$ cat config.mk
export PLATFORM = sky130hd
export DESIGN_NAME = form_query_decoder_core
export DESIGN_NICKNAME = d
export VERILOG_FILES = /design/src/hdl/fqd_pkg.sv /design/src/hdl/fqd_decode.sv /design/src/hdl/fqd_out_fifo.sv /design/src/hdl/form_query_decoder_core.sv
export SDC_FILE = /design/constraint.sdc
export NUM_CORES = 1
export LEC_CHECK = 0
export ABC_AREA = 1
export BUFFER_PORTS_ARGS = -buffer_cell sky130_fd_sc_hd__clkbuf_2
export CAP_MARGIN = 20
export CORE_MARGIN = 3
export CORE_UTILIZATION = 65
export DETAILED_ROUTE_END_ITERATION = 10
export PLACE_DENSITY = 0.92
export SLEW_MARGIN = 20
export SYNTH_ARGS = -nofsm -noshare
export SYNTH_HDL_FRONTEND = slang
export SYNTH_SLANG_ARGS = --single-unit
$ cat constraint.sdc
create_clock -name clk -period 6.4 [get_ports clk]
set_input_delay 0.64 -clock clk [delete_from_list [all_inputs] [get_ports clk]]
set_output_delay 0.64 -clock clk [all_outputs]
set_load 0.01 [all_outputs]
$ cat src/hdl/fqd_pkg.sv
// ----------------------------------------------------------------------------
// fqd_pkg
// Shared types, character codes and helpers for the form query decoder.
// ----------------------------------------------------------------------------
package fqd_pkg;

	// Default depth of the result queue (must be at least 2)
	localparam int FIFO_DEPTH = 4;

	// Configuration register indexes
	localparam int CFG_IDX_W = 1;
	localparam logic [CFG_IDX_W-1:0] CFG_PAIR_SEP = 1'b0;
	localparam logic [CFG_IDX_W-1:0] CFG_KEY_SEP  = 1'b1;

	// Register reset values
	localparam logic [7:0] PAIR_SEP_RESET = 8'h26;  // '&'
	localparam logic [7:0] KEY_SEP_RESET  = 8'h3d;  // '='

	// Character codes
	localparam logic [7:0] CHR_PLUS    = 8'h2b;
	localparam logic [7:0] CHR_PCT     = 8'h25;
	localparam logic [7:0] CHR_SPACE   = 8'h20;
	localparam logic [7:0] CHR_UPPER_A = 8'h41;
	localparam logic [7:0] CHR_ZERO    = 8'h30;
	localparam logic [7:0] CASE_MASK   = 8'hdf;
	localparam logic [7:0] HEX_TEN     = 8'd10;

	localparam logic [15:0] ENTRY_MAX = 16'hffff;

	// Result kinds
	localparam logic [1:0] KIND_NAME  = 2'd0;
	localparam logic [1:0] KIND_VALUE = 2'd1;
	localparam logic [1:0] KIND_END   = 2'd2;

	typedef struct packed {
		logic [7:0] in_byte;
		logic       end_of_stream;
	} in_item_t;

	typedef struct packed {
		logic [1:0]  kind;
		logic [7:0]  out_byte;
		logic [15:0] entry_number;
		logic        last_of_run;
	} out_item_t;

	// Results produced by one decoded byte, in order
	typedef struct packed {
		logic [1:0] count;
		out_item_t  res0;
		out_item_t  res1;
	} dec_push_t;

	// Unchecked hex nibble, mod 256: the byte is taken as a signed char
	function automatic logic [7:0] nibble(input logic [7:0] c);
		logic [7:0] r;
		if (!c[7] && (c >= CHR_UPPER_A)) begin
			r = (c & CASE_MASK) - (CHR_UPPER_A - HEX_TEN);
		end else begin
			r = c - CHR_ZERO;
		end
		return r;
	endfunction

endpackage

$ cat src/hdl/fqd_decode.sv
// ----------------------------------------------------------------------------
// fqd_decode
// Entry splitting and percent/plus decoding state for one raw byte per cycle
// while advance is high, plus the two separator configuration registers.
// ----------------------------------------------------------------------------
module fqd_decode (
	input  logic                           clk,
	input  logic                           arst_n,
	input  fqd_pkg::in_item_t              item_s1,
	input  logic                           advance,
	input  logic                           cfg_valid,
	input  logic [fqd_pkg::CFG_IDX_W-1:0]  cfg_index,
	input  logic [7:0]                     cfg_data,
	output fqd_pkg::dec_push_t             push
);

	// Escape phase codes
	localparam logic [1:0] ESC_NONE = 2'd0;
	localparam logic [1:0] ESC_HIGH = 2'd1;
	localparam logic [1:0] ESC_LOW  = 2'd2;

	logic [7:0]  pair_sep_q;
	logic [7:0]  key_sep_q;
	logic [1:0]  esc_q;
	logic [7:0]  high_digit_q;
	logic        in_value_q;
	logic        entry_open_q;
	logic [15:0] entry_count_q;

	logic [1:0]  esc_d;
	logic [7:0]  high_digit_d;
	logic        in_value_d;
	logic        entry_open_d;
	logic [15:0] entry_count_d;

	logic        have_a;
	logic        have_b;
	fqd_pkg::out_item_t res_a;
	fqd_pkg::out_item_t res_b;
	logic [7:0]  hi_nib;
	logic [7:0]  lo_nib;
	logic [7:0]  esc_byte;
	logic [7:0]  b;

	assign b      = item_s1.in_byte;
	assign hi_nib = fqd_pkg::nibble(high_digit_q);
	assign lo_nib = fqd_pkg::nibble(b);
	assign esc_byte = {hi_nib[3:0], 4'b0000} + lo_nib;

	// Next state and results for the byte in the input register
	always_comb begin
		esc_d         = esc_q;
		high_digit_d  = high_digit_q;
		in_value_d    = in_value_q;
		entry_open_d  = entry_open_q;
		entry_count_d = entry_count_q;
		have_a        = 1'b0;
		have_b        = 1'b0;
		res_a.kind         = {1'b0, in_value_q};
		res_a.out_byte     = b;
		res_a.entry_number = entry_count_q;
		res_a.last_of_run  = 1'b0;
		res_b.kind         = fqd_pkg::KIND_END;
		res_b.out_byte     = 8'h00;
		res_b.entry_number = entry_count_q;
		res_b.last_of_run  = 1'b1;

		if (b == pair_sep_q) begin
			have_a         = 1'b1;
			res_a.kind     = fqd_pkg::KIND_END;
			res_a.out_byte = 8'h00;
			entry_count_d  = (entry_count_q == fqd_pkg::ENTRY_MAX) ?
				entry_count_q : entry_count_q + 16'd1;
			esc_d          = ESC_NONE;
			in_value_d     = 1'b0;
			entry_open_d   = 1'b0;
		end else begin
			entry_open_d = 1'b1;
			if (!in_value_q && (b == key_sep_q)) begin
				// name ends; a cut escape is dropped
				in_value_d = 1'b1;
				esc_d      = ESC_NONE;
			end else if (esc_q == ESC_HIGH) begin
				high_digit_d = b;
				esc_d        = ESC_LOW;
			end else if (esc_q == ESC_LOW) begin
				have_a         = 1'b1;
				res_a.out_byte = esc_byte;
				esc_d          = ESC_NONE;
			end else if (b == fqd_pkg::CHR_PLUS) begin
				have_a         = 1'b1;
				res_a.out_byte = fqd_pkg::CHR_SPACE;
			end else if (b == fqd_pkg::CHR_PCT) begin
				esc_d = ESC_HIGH;
			end else begin
				have_a = 1'b1;
			end
		end

		// End of stream closes an open entry and clears the part state
		if (item_s1.end_of_stream) begin
			if (entry_open_d) begin
				have_b             = 1'b1;
				res_b.entry_number = entry_count_d;
				entry_count_d      = (entry_count_d == fqd_pkg::ENTRY_MAX) ?
					entry_count_d : entry_count_d + 16'd1;
			end
			esc_d        = ESC_NONE;
			in_value_d   = 1'b0;
			entry_open_d = 1'b0;
		end
	end

	// Pack results in order; the final one carries last_of_run
	always_comb begin
		push.res0 = res_a;
		push.res1 = res_b;
		if (have_a && have_b) begin
			push.count = 2'd2;
		end else if (have_a) begin
			push.count = 2'd1;
			push.res0.last_of_run = 1'b1;
		end else if (have_b) begin
			push.count = 2'd1;
			push.res0  = res_b;
		end else begin
			push.count = 2'd0;
		end
	end

	// Decoder state
	always_ff @(posedge clk or negedge arst_n) begin
		if (!arst_n) begin
			esc_q         <= ESC_NONE;
			high_digit_q  <= 8'h00;
			in_value_q    <= 1'b0;
			entry_open_q  <= 1'b0;
			entry_count_q <= 16'd0;
		end else if (advance) begin
			esc_q         <= esc_d;
			high_digit_q  <= high_digit_d;
			in_value_q    <= in_value_d;
			entry_open_q  <= entry_open_d;
			entry_count_q <= entry_count_d;
		end
	end

	// Configuration registers
	always_ff @(posedge clk or negedge arst_n) begin
		if (!arst_n) begin
			pair_sep_q <= fqd_pkg::PAIR_SEP_RESET;
			key_sep_q  <= fqd_pkg::KEY_SEP_RESET;
		end else if (cfg_valid) begin
			case (cfg_index)
				fqd_pkg::CFG_PAIR_SEP: pair_sep_q <= cfg_data;
				fqd_pkg::CFG_KEY_SEP:  key_sep_q  <= cfg_data;
				default: ;
			endcase
		end
	end

endmodule

$ cat src/hdl/fqd_out_fifo.sv
// ----------------------------------------------------------------------------
// fqd_out_fifo
// Result queue: takes up to two items per cycle, presents one item per cycle
// while result_stall is low on the valid/stall result channel.
// ----------------------------------------------------------------------------
module fqd_out_fifo #(
	parameter int Depth = fqd_pkg::FIFO_DEPTH
) (
	input  logic                clk,
	input  logic                arst_n,
	input  logic                push_en,
	input  fqd_pkg::dec_push_t  push,
	output logic                room,
	output logic                result_valid,
	input  logic                result_stall,
	output fqd_pkg::out_item_t  result_item
);

	localparam int PTR_W = (Depth > 1) ? $clog2(Depth) : 1;
	localparam int CNT_W = $clog2(Depth + 1);

	fqd_pkg::out_item_t mem_q [Depth];
	logic [PTR_W-1:0] wr_ptr_q;
	logic [PTR_W-1:0] rd_ptr_q;
	logic [CNT_W-1:0] count_q;
	logic [PTR_W-1:0] wr_ptr1;
	logic [PTR_W-1:0] wr_ptr2;
	logic [1:0]       n_push;
	logic             pop;

	function automatic logic [PTR_W-1:0] ptr_inc(input logic [PTR_W-1:0] p);
		return (p == PTR_W'(Depth - 1)) ? '0 : p + PTR_W'(1);
	endfunction

	assign n_push  = push_en ? push.count : 2'd0;
	assign wr_ptr1 = ptr_inc(wr_ptr_q);
	assign wr_ptr2 = ptr_inc(wr_ptr1);
	assign pop     = result_valid && !result_stall;

	assign room         = (count_q <= CNT_W'(Depth - 2));
	assign result_valid = (count_q != '0);
	assign result_item  = mem_q[rd_ptr_q];

	// Entry storage, one or two writes per cycle
	always_ff @(posedge clk) begin
		for (int i = 0; i < Depth; i++) begin
			if ((n_push != 2'd0) && (wr_ptr_q == PTR_W'(i))) begin
				mem_q[i] <= push.res0;
			end else if ((n_push == 2'd2) && (wr_ptr1 == PTR_W'(i))) begin
				mem_q[i] <= push.res1;
			end
		end
	end

	// Pointers and fill count
	always_ff @(posedge clk or negedge arst_n) begin
		if (!arst_n) begin
			wr_ptr_q <= '0;
			rd_ptr_q <= '0;
			count_q  <= '0;
		end else begin
			case (n_push)
				2'd1:    wr_ptr_q <= wr_ptr1;
				2'd2:    wr_ptr_q <= wr_ptr2;
				default: wr_ptr_q <= wr_ptr_q;
			endcase
			if (pop) begin
				rd_ptr_q <= ptr_inc(rd_ptr_q);
			end
			count_q <= count_q + CNT_W'(n_push) - CNT_W'(pop);
		end
	end

endmodule

$ cat src/hdl/form_query_decoder_core.sv
// ----------------------------------------------------------------------------
// form_query_decoder_core
// Form query decoder: splits raw query bytes into entries and decodes them.
// ----------------------------------------------------------------------------
// Usage:
//   byte channel (byte_valid/byte_stall/byte_item): one raw byte per item,
//   with end_of_stream marking the last byte of a query string.
//   result channel (result_valid/result_stall/result_item): decoded name
//   bytes, value bytes and end-of-entry markers, zero to two per byte.
//   cfg channel (cfg_valid/cfg_ready/cfg_index/cfg_data): index 0 sets the
//   pair separator, index 1 the key separator; cfg_ready is always high.
//   Write it only while the block is idle.
// Path: an accepted byte is held in the input register, then decoded into
//   the result queue, from which its results are offered.
// Throughput: one byte per cycle while the queue has room; a byte that
//   yields two results is offered as two items; the queue absorbs the extra.
// Stall: when the receiver stalls, the queue fills; once fewer than two
//   free entries remain, a pending input byte holds and byte_stall rises.
// Reset: separators return to '&' and '=', the entry counter and all
//   decode state clear, and the queue empties.
// ----------------------------------------------------------------------------
module form_query_decoder_core #(
	parameter int FifoDepth = fqd_pkg::FIFO_DEPTH
) (
	input  logic                           clk,
	input  logic                           arst_n,
	input  logic                           byte_valid,
	output logic                           byte_stall,
	input  fqd_pkg::in_item_t              byte_item,
	output logic                           result_valid,
	input  logic                           result_stall,
	output fqd_pkg::out_item_t             result_item,
	input  logic                           cfg_valid,
	output logic                           cfg_ready,
	input  logic [fqd_pkg::CFG_IDX_W-1:0]  cfg_index,
	input  logic [7:0]                     cfg_data
);

	logic               valid_s1;
	fqd_pkg::in_item_t  item_s1;
	logic               room;
	logic               advance;
	fqd_pkg::dec_push_t push;

	assign cfg_ready  = 1'b1;
	assign advance    = valid_s1 && room;
	assign byte_stall = valid_s1 && !room;

	// Input register
	always_ff @(posedge clk or negedge arst_n) begin
		if (!arst_n) begin
			valid_s1 <= 1'b0;
		end else if (!byte_stall) begin
			valid_s1 <= byte_valid;
		end
	end

	always_ff @(posedge clk) begin
		if (!byte_stall && byte_valid) begin
			item_s1 <= byte_item;
		end
	end

	fqd_decode u_decode (
		.clk       (clk),
		.arst_n    (arst_n),
		.item_s1   (item_s1),
		.advance   (advance),
		.cfg_valid (cfg_valid),
		.cfg_index (cfg_index),
		.cfg_data  (cfg_data),
		.push      (push)
	);

	fqd_out_fifo #(
		.Depth (FifoDepth)
	) u_out_fifo (
		.clk          (clk),
		.arst_n       (arst_n),
		.push_en      (advance),
		.push         (push),
		.room         (room),
		.result_valid (result_valid),
		.result_stall (result_stall),
		.result_item  (result_item)
	);

endmodule

==> flow_summary.json, run 1 <==
{
  "criticalPathCategory": "flop to flop",
  "clock_skew_ps": 7.555,
  "slew_violations": 0,
  "synth_area_leaders": "edfxtp_1, dfrtp_1, nand2_1, nor2_1, o21ai_0",
  "die_w_um": 125.2,
  "grt_pass1_wl_mm": 34.17,
  "crit_start": "item_s1[1]",
  "required_ps": 6640,
  "grt_antenna_before_repair": 0,
  "placedInstanceArea_mm2": 0.009397,
  "cts_tree": "built",
  "layout_min_cycle_time_ps": 4887,
  "slowest_stage": "nand2_1",
  "syn2layout_area_growth_pct": 8.332,
  "floorplan.die_area_mm2": 0.01567,
  "syn_nets": 1144,
  "cpPeakStageDelay_ps": 790,
  "cts_root_buf": "clkbuf_16",
  "cp.arrival_ps": 5120,
  "syn_area_per_cell_um2": 8.512,
  "cp_max_fo": 27,
  "async_flop_share_pct": 30.36,
  "worst_pin_slew_ps": 1016,
  "finalPower_mw": 4.810,
  "post-route-period-util_pct": 76.36,
  "worst_slack_ps": 1513,
  "clk_path_buf_depth": 2,
  "cts.hold.buffers_added": 0,
  "clk_pin_slew_worst_paths_ps": 70,
  "path_cells": "inv_1 -> or2_2 -> o211ai_1 -> nor3_1 -> nand2_1 -> inv_1 -> nor2_1 -> nand2_1 -> nand2_1 -> ha_1 -> inv_1 -> nor2_1 -> inv_1 -> ha_1 -> inv_1 -> nand2_1 -> nand2_1 -> clkinv_1 -> nor2_1",
  "critPathLaunchType": "flop",
  "floorplan.initialDensity_pct": 68.12,
  "drcViolationCount": 0,
  "hold_violations": 0,
  "slew_headroom_pct": 32.13,
  "cts_resized": 0,
  "h-tree-depth": 4,
  "drive_gt1_share_pct": 13.46,
  "synth_ff_type": "edfxtp_1",
  "synth_top_family_by_area": "simple AND/OR/NAND/NOR gates",
  "status": "finished, final reports clean",
  "drv_cap": 0,
  "end_kind": "flop",
  "fillers": 920,
  "fin_nets": 1138,
  "core_area_mm2": 0.01356,
  "synth.distinct_cells": 44,
  "reg2reg_from": "item_s1[1]",
  "syn-cell-area_mm2": 0.009235,
  "avgViaCountPerCell": 5.804,
  "grt_max_degree": 52,
  "wl_per_cell_um": 16.46,
  "synth.yosys.warnings": 0,
  "ios": 53,
  "synth_top_area_share_pct": 34.47,
  "powerDensity_mw_per_mm2": 480.8,
  "ant_nets": 0,
  "rsz0062_at_grt": "no",
  "diodes": 0,
  "path_buf_inv": 6,
  "io_buffers": 51,
  "seq_area_frac_synth_pct": 50.78,
  "grt-ovfl-total": 0,
  "synthAdderAreaFrac_pct": 5.040,
  "cts_buffers": 17,
  "routed_wl_mm": 20.88,
  "synth_simple_gate_area_share_pct": 22.37,
  "grt.total_usage_pct": 27.21,
  "ys_seq_elements": 168,
  "peakVddDrop_mv": 0.2546,
  "synth_xor_area_share_pct": 2.357,
  "vias": 7360,
  "synth-edff-count": 106,
  "drtPass1Iterations": 5,
  "syn_inst": 1085,
  "grt_pass1_vias": 6953,
  "place_hpwl_mm": 14.12,
  "rows": 42,
  "setup_viol": 0,
  "drt_iter0_markers": 771,
  "clock_sinks": 168,
  "clk_latency_ps": 430,
  "cts_setup_buffers": 0,
  "gp_congestion": 0.9020,
  "hold_class": "input pin to asynchronous set/reset pin",
  "setup_tns_ps": 0,
  "fmax_mhz": 204.6,
  "synth_mux_area_share_pct": 0,
  "die_y_um": 125.2,
  "synth_top_area_cell": "edfxtp_1",
  "synth_compound_area_share_pct": 10.57,
  "postLayoutCellArea_mm2": 0.01000,
  "p_leak_nw": 4.467,
  "cp_top_family": "simple AND/OR/NAND/NOR gates",
  "pre_cts_ws_ps": 1787
}
-- synth_stat cells (2+ instances only) --
library cell  number
inv_1            110
o21ai_0          107
dfrtp_1           43
buf_1              2
fa_1               2
nand2_2           10
nand4_1           18
nor2_4             5
o21a_1             2
or2_2              4
o22ai_1           27
nor2_1           143
o211ai_1           2
nor2_8             2
dfstp_2            8
buf_6              4
xnor2_1            4
buf_2              5
a21oi_1           28
nor3_1             2
nor2_2             8
nand3_1           51
o21ai_1           11
dfxtp_1           11
nand2_4            8
ha_1              34
nand2_1          215
edfxtp_1         106
xor2_1            19
buf_4              4
clkbuf_1          69
inv_2              9
-- per-layer routing --
layer  routed length [um]  global-route usage (%)  part of all wire (%)  vias to the layer above
met3                 1890                   5.672                   9.1                       53
li1                     -                       -                     -                     3494
met5                    0                       0                     0                        -
met4                  630                   10.97                   3.0                        0
met1                 8266                   36.25                    40                     3416
met2                10090                   44.07                    48                      397
-- cell type report --
class	count	area, um2	share of cell area (%)
Clock buffer	18	429.2	4.290
Timing Repair Buffer	59	322.8	3.227
Clock inverter	14	163.9	1.638
Sequential cell	168	4690	46.87
Multi-Input combinational cell	713	3729	37.27
Inverter	120	450.4	4.502
Tap cell	176	220.2	2.201
-- layout by cell type, fill, tap and decap left out, drive strengths merged, types with 3 or more instances in the layout --
cell type,n
a21oi,29
buf,8
clkbuf,69
clkinv,3
clkinvlp,4
dfrtp,43
dfstp,8
dfxtp,11
edfxtp,106
ha,34
inv,125
nand2,233
nand3,51
nand4,18
nor2,158
o21ai,119
o22ai,27
or2,4
xnor2,4
xor2,20
-- worst register-to-register path, stage by stage (launching register included) --
cell and delay, ps:
edfxtp_1 450, inv_1 140, or2_2 300, o211ai_1 110, nor3_1 80, nand2_1 80
inv_1 70, nor2_1 350, nand2_1 140, nand2_1 90, ha_1 120, inv_1 80
nor2_1 170, inv_1 90, ha_1 190, inv_1 160, nand2_1 190, nand2_1 790
clkinv_1 740, nor2_1 370
-- power by group --
| part | switching [mW] | internal, mW |
|---|---|---|
| registers | 0.223 | 1.62 |
| clock network | 0.446 | 0.586 |
| logic | 1.30 | 0.631 |
| total | 1.97 | 2.84 |
-- worst paths after layout --
check	end	slack, ps	cells after the start
setup / recovery	u_out_fifo.mem_q[2][2]	1510	19
hold / removal	u_decode.pair_sep_q[6]	330	2
setup reg to reg	u_out_fifo.mem_q[2][2]	1510	19
hold reg to reg	u_out_fifo.mem_q[2][23]	480	2
max in group asynchronous	u_decode.entry_count_q[15]	5660	2
min in group clk	item_s1[5]	380	1
-- cells by family (layout without fill, tap and decap cells) --
family | count (synthesis) | after routing
other cells | 1 | 1
buf+inv | 204 | 211
compound gates | 183 | 183
xor+xnor | 24 | 24
fa+ha+maj | 36 | 36
simple gates | 469 | 469
flops | 168 | 168
-- per-stage QoR --
step / hold WS (ps) / cells / utilization [%]
after floorplan: 344.4 / 1085 / -
after global placement: 456.1 / 1235 / 69.31
after detailed placement: 471.2 / 1235 / 69.31
after CTS: 331.5 / 1267 / 73.68
after global routing: 371.3 / 1268 / 73.79
final: 325.5 / 1268 / 73.79
-- state kept, by name, indices dropped and copies added, names as in the netlist, 3 cells and up --
name                    cells
u_out_fifo.mem_q          108
u_decode.entry_count_q     16
item_s1                     9
u_decode.high_digit_q       8
u_decode.key_sep_q          8
u_decode.pair_sep_q         8
u_out_fifo.count_q          3
Note: power is estimated with default switching activity, not from simulation.
==> run 2: changes to the inputs <==
--- a/config.mk
+++ b/config.mk
@@ -9,9 +9,9 @@
 export BUFFER_PORTS_ARGS = -buffer_cell sky130_fd_sc_hd__clkbuf_2
 export CAP_MARGIN = 20
 export CORE_MARGIN = 3
-export CORE_UTILIZATION = 65
+export CORE_UTILIZATION = 62
 export DETAILED_ROUTE_END_ITERATION = 10
-export PLACE_DENSITY = 0.92
+export PLACE_DENSITY = 0.89
 export SLEW_MARGIN = 20
 export SYNTH_ARGS = -nofsm -noshare
 export SYNTH_HDL_FRONTEND = slang
==> constraint.sdc (replaced) <==
create_clock -name clk -period 4.5 [get_ports clk]
set_input_delay 0.45 -clock clk [delete_from_list [all_inputs] [get_ports clk]]
set_output_delay 0.45 -clock clk [all_outputs]
set_load 0.01 [all_outputs]
==> run 2 against run 1 <==
Register-to-register slack lost 920 ps. Flip-flop and latch count is the same. Maximum frequency grew 25%. Clock skew is essentially flat. Die area grew 4.6%. Sequential share of layout area grew 0.13 points. Non-clock buffer count is the same. Critical path type unchanged. Critical endpoint is now u_out_fifo.mem_q[0][23]. Highest routed layer unchanged.
==> flow_summary.json, run 2 (same netlist as run 1, synthesis figures left out) <==
{
  "status": "finished, final reports clean",
  "finalPower_mw": 6.736,
  "layout_commonest_cell": "nand2_1",
  "cts_buffers": 17,
  "drtPass1Iterations": 5,
  "drive_gt1_share_pct": 13.19,
  "grt_max_degree": 52,
  "largest_reg_flops": 108,
  "rows": 43,
  "ios": 53,
  "core_area_mm2": 0.01420,
  "cts.hold.buffers_added": 0,
  "worst_pin_slew_ps": 995.9,
  "layout_common_cells": "nand2_1, nor2_1, inv_1",
  "fmax_mhz": 256.1,
  "setup_viol": 0,
  "end_kind": "flop",
  "clk_path_buf_depth": 2,
  "hold_violations": 0,
  "grt.total_usage_pct": 26.15,
  "layout_min_cycle_time_ps": 3905,
  "postLayoutCellArea_mm2": 0.009977,
  "cp.arrival_ps": 4070,
  "rsz0062_at_grt": "no",
  "setup_tns_ps": 0,
  "grt_pass1_wl_mm": 33.69,
  "cp_max_fo": 8,
  "required_ps": 4670,
  "die_w_um": 128.0,
  "wl_per_cell_um": 16.03,
  "fillers": 1048,
  "place_hpwl_mm": 14.04,
  "grt_antenna_before_repair": 0,
  "cts_tree": "built",
  "slew_violations": 0,
  "grt_pass1_vias": 6856,
  "syn2layout_area_growth_pct": 8.034,
  "grt-ovfl-total": 0,
  "hold_class": "input pin to asynchronous set/reset pin",
  "routed_wl_mm": 20.40,
  "powerDensity_mw_per_mm2": 675.2,
  "r2r_cells": 19,
  "clock_sinks": 168,
  "post-route-period-util_pct": 86.78,
  "reg2reg_from": "item_s1[1]",
  "io_buffers": 51,
  "peakVddDrop_mv": 0.3548,
  "gp_congestion": 0.8842,
  "ff2ff_setup_slack_ps": 590,
  "largestRegisters": "u_out_fifo.mem_q: 108 flops, u_decode.entry_count_q: 16 flops, item_s1: 9 flops",
  "drv_cap": 0,
  "vias": 7373,
  "placedInstanceArea_mm2": 0.009422,
  "clock_skew_ps": 7.737,
  "cts_resized": 0,
  "top_register": "u_out_fifo.mem_q",
  "fin_nets": 1138,
  "avgViaCountPerCell": 5.796,
  "cts_root_buf": "clkbuf_16",
  "diodes": 0,
  "clk_pin_slew_worst_paths_ps": 60,
  "slew_headroom_pct": 33.20,
  "floorplan.initialDensity_pct": 65.02,
  "die_y_um": 128.0,
  "clk_latency_ps": 440,
  "drt_iter0_markers": 975,
  "drcViolationCount": 0,
  "cts_setup_buffers": 0,
  "criticalPathCategory": "flop to flop",
  "floorplan.die_area_mm2": 0.01640,
  "critPathLaunchType": "flop",
  "ant_nets": 0,
  "h-tree-depth": 4,
  "p_leak_nw": 4.443,
  "rr_endpoint": "u_out_fifo.mem_q[0][23]"
}
## run 2: critical path: stages, from the launching register on
cell and delay (ps):
edfxtp_1 460, inv_1 150, or2_2 290, o211ai_1 100, nor3_1 80, nand2_1 80, inv_1 60, nor2_1 370
nand2_1 130, nand2_1 90, ha_1 220, inv_1 150, nor2_1 90, inv_1 110, ha_1 260, nand2_1 100
a21oi_1 450, inv_1 130, nand2_1 200, nor2_1 80
## run 2: worst max path at each step
stage / start / to / slack [ps] / depth (start not counted)
2_1_floorplan: item_s1[1] / u_out_fifo.mem_q[2][10] / 1020 / 18
3_3_place_gp: item_s1[1] / u_out_fifo.mem_q[1][23] / 860 / 19
3_5_place_dp: item_s1[1] / u_out_fifo.mem_q[0][23] / 660 / 19
4_1_cts: item_s1[1] / u_out_fifo.mem_q[0][23] / 660 / 19
5_1_grt: item_s1[1] / u_out_fifo.mem_q[1][23] / 210 / 19
6_report: item_s1[1] / u_out_fifo.mem_q[0][23] / 590 / 19
## run 2: routing by layer
metal | vias to the layer above | part of all wire [%] | GRT usage [%] | wire [um]
li1 | 3514 | - | - | -
met1 | 3418 | 41 | 35.33 | 8261
met4 | 0 | 1.8 | 9.301 | 371
met5 | - | 0 | 0 | 0
met2 | 400 | 48 | 42.05 | 9868
met3 | 41 | 9.3 | 5.750 | 1895
## run 2: power breakdown
group | switching (mW) | internal [mW]
clock network | 0.616 | 0.763
registers | 0.309 | 2.30
logic | 1.84 | 0.903
## run 2: per-stage QoR
stage / setup WS (ps) / utilization, % / hold WS [ps] / instances
after global placement: 858.2 / 66.33 / 460.4 / 1240
after detailed placement: 662.6 / 66.33 / 467.7 / 1240
final: 594.8 / 70.24 / 126.1 / 1272
after CTS: 661.4 / 70.24 / 137.7 / 1272
after global routing: 207.6 / 70.24 / 171.6 / 1272
after floorplan: 1016 / - / 154.4 / 1085
## run 2: cell type report
| cell class | count | area [um2] | area share [%] |
|---|---|---|---|
| Multi-Input combinational cell | 713 | 3729 | 37.37 |
| Clock inverter | 14 | 126.4 | 1.267 |
| Tap cell | 180 | 225.2 | 2.257 |
| Sequential cell | 168 | 4690 | 47.00 |
| Clock buffer | 18 | 429.2 | 4.301 |
| Inverter | 120 | 450.4 | 4.515 |
| Timing Repair Buffer | 59 | 327.8 | 3.286 |
==> run 3: changes to the inputs <==
--- a/config.mk
+++ b/config.mk
@@ -11,6 +11,7 @@
 export CORE_MARGIN = 3
 export CORE_UTILIZATION = 62
 export DETAILED_ROUTE_END_ITERATION = 10
+export GPL_TIMING_DRIVEN = 0
 export PLACE_DENSITY = 0.89
 export SLEW_MARGIN = 20
 export SYNTH_ARGS = -nofsm -noshare
==> run 3 against run 2 <==
Maximum frequency is 3.8% lower. Count of clock-buffer cells in the layout is 1 higher. Clock skew is 5.1 ps higher. Register-to-register slack worse by 150 ps. Largest power group unchanged.
==> flow_summary.json, run 3 (same netlist as run 1, synthesis figures left out) <==
{
  "post-route-period-util_pct": 90.23,
  "hold_class": "input pin to asynchronous set/reset pin",
  "setup_viol": 0,
  "drcViolationCount": 0,
  "ios": 53,
  "routed_wl_mm": 22.42,
  "gp_congestion": 0.9316,
  "fin_hold_ws_ps": 86.05,
  "r2r_cells": 18,
  "drtPass1Iterations": 7,
  "syn2layout_area_growth_pct": 11.69,
  "wl_per_cell_um": 16.64,
  "cts_buffers": 17,
  "cts_tree": "built",
  "critPathLaunchType": "flop",
  "grt_antenna_before_repair": 0,
  "slew_violations": 0,
  "drive_gt1_share_pct": 13.61,
  "core_area_mm2": 0.01420,
  "diodes": 0,
  "layout_min_cycle_time_ps": 4060,
  "top_register": "u_out_fifo.mem_q",
  "grt.total_usage_pct": 28.52,
  "layout_commonest_cell": "nand2_1",
  "clock_sinks": 168,
  "powerDensity_mw_per_mm2": 680.3,
  "fin_nets": 1214,
  "finalPower_mw": 7.017,
  "clk_path_buf_depth": 2,
  "vias": 7773,
  "hold_violations": 0,
  "place_hpwl_mm": 15.52,
  "grt_pass1_wl_mm": 36.60,
  "status": "finished, final reports clean",
  "drv_cap": 0,
  "layout_common_cells": "nand2_1, nor2_1, inv_1",
  "cts_resized": 0,
  "clk_pin_slew_worst_paths_ps": 70,
  "p_leak_nw": 4.582,
  "cts_root_buf": "clkbuf_16",
  "cp_max_fo": 25,
  "criticalPathCategory": "flop to flop",
  "grt-ovfl-total": 0,
  "rr_endpoint": "u_out_fifo.mem_q[2][15]",
  "avgViaCountPerCell": 5.766,
  "ant_nets": 0,
  "slew_headroom_pct": 47.59,
  "ff2ff_setup_slack_ps": 440,
  "rsz0062_at_grt": "no",
  "io_buffers": 51,
  "worst_pin_slew_ps": 783.3,
  "setup_tns_ps": 0,
  "clk_latency_ps": 450,
  "cts.hold.buffers_added": 0,
  "floorplan.die_area_mm2": 0.01640,
  "end_kind": "flop",
  "die_w_um": 128.0,
  "cts_setup_buffers": 0,
  "die_y_um": 128.0,
  "fmax_mhz": 246.3,
  "rows": 43,
  "largestRegisters": "u_out_fifo.mem_q: 108 flops, u_decode.entry_count_q: 16 flops, item_s1: 9 flops",
  "grt_max_degree": 52,
  "cp.arrival_ps": 4140,
  "required_ps": 4580,
  "h-tree-depth": 4,
  "largest_reg_flops": 108,
  "floorplan.initialDensity_pct": 65.02,
  "grt_pass1_vias": 7461,
  "reg2reg_from": "item_s1[1]",
  "clock_skew_ps": 12.79,
  "peakVddDrop_mv": 0.3102,
  "drt_iter0_markers": 964
}
## run 3: cell types whose count changed in the layout (fill, tap and decap cells not counted), moves of 4 or more
cell	change
buf_2	+5
buf_6	+4
clkbuf_1	+68
clkinv_1	-4
inv_6	+4
## run 3: stage by stage
step	setup WS, ps	utilization (%)	instances	cell area [um2]
final	439.9	72.62	1348	10310
after global routing	115.5	72.62	1348	10310
after CTS	314.9	72.55	1348	10300
after detailed placement	391.7	68.48	1316	9727
after global placement	174.8	68.40	1316	9716
after floorplan	1016	-	1085	9235
## run 3: area by class of cell
cell class | instances | area [um2]
inverters | 120 | 450.4
well taps | 180 | 225.2
clock buffers | 19 | 442.9
plain buffers | 84 | 367.9
clock inverters | 13 | 135.1
multi-input cells | 713 | 3746
flip-flops and latches | 168 | 4690
repair buffers | 51 | 257.7
fillers | 1007 | 3889
## run 3: worst max path at each step
stage          startpoint                      end  slack [ps]  depth (start not counted)
4_1_cts        item_s1[1]  u_out_fifo.mem_q[0][23]         310                         19
6_report       item_s1[1]  u_out_fifo.mem_q[2][15]         440                         18
2_1_floorplan  item_s1[1]  u_out_fifo.mem_q[2][10]        1020                         18
5_1_grt        item_s1[1]  u_out_fifo.mem_q[2][15]         120                         18
3_5_place_dp   item_s1[1]  u_out_fifo.mem_q[0][23]         390                         19
3_3_place_gp   item_s1[1]  u_out_fifo.mem_q[2][14]         170                         18
## run 3: per-layer routing
layer | GRT usage [%] | share of wire, % | up-vias | wire length [um]
li1 | - | - | 3662 | -
met4 | 11.30 | 2.8 | 0 | 632
met3 | 5.083 | 9.2 | 64 | 2072
met5 | 0 | 0 | - | 0
met1 | 38.38 | 40 | 3600 | 9024
met2 | 46.30 | 48 | 447 | 10690
## run 3: power breakdown
group	total (mW)	internal [mW]	switching (mW)
clock network	1.46	0.795	0.667
logic	2.99	0.950	2.04
registers	2.56	2.31	0.253
## run 3: worst max-delay path: stages, from the launching register on
cell	delay (ps)
edfxtp_1	490
inv_1	180
or2_2	300
o211ai_1	150
nor3_1	110
nand2_1	100
inv_1	80
nor2_2	260
nand2_1	120
nand2_1	80
ha_1	130
inv_1	110
nor2_1	160
inv_1	80
ha_1	190
inv_1	190
nand2_1	240
nand2_1	180
clkbuf_2	530
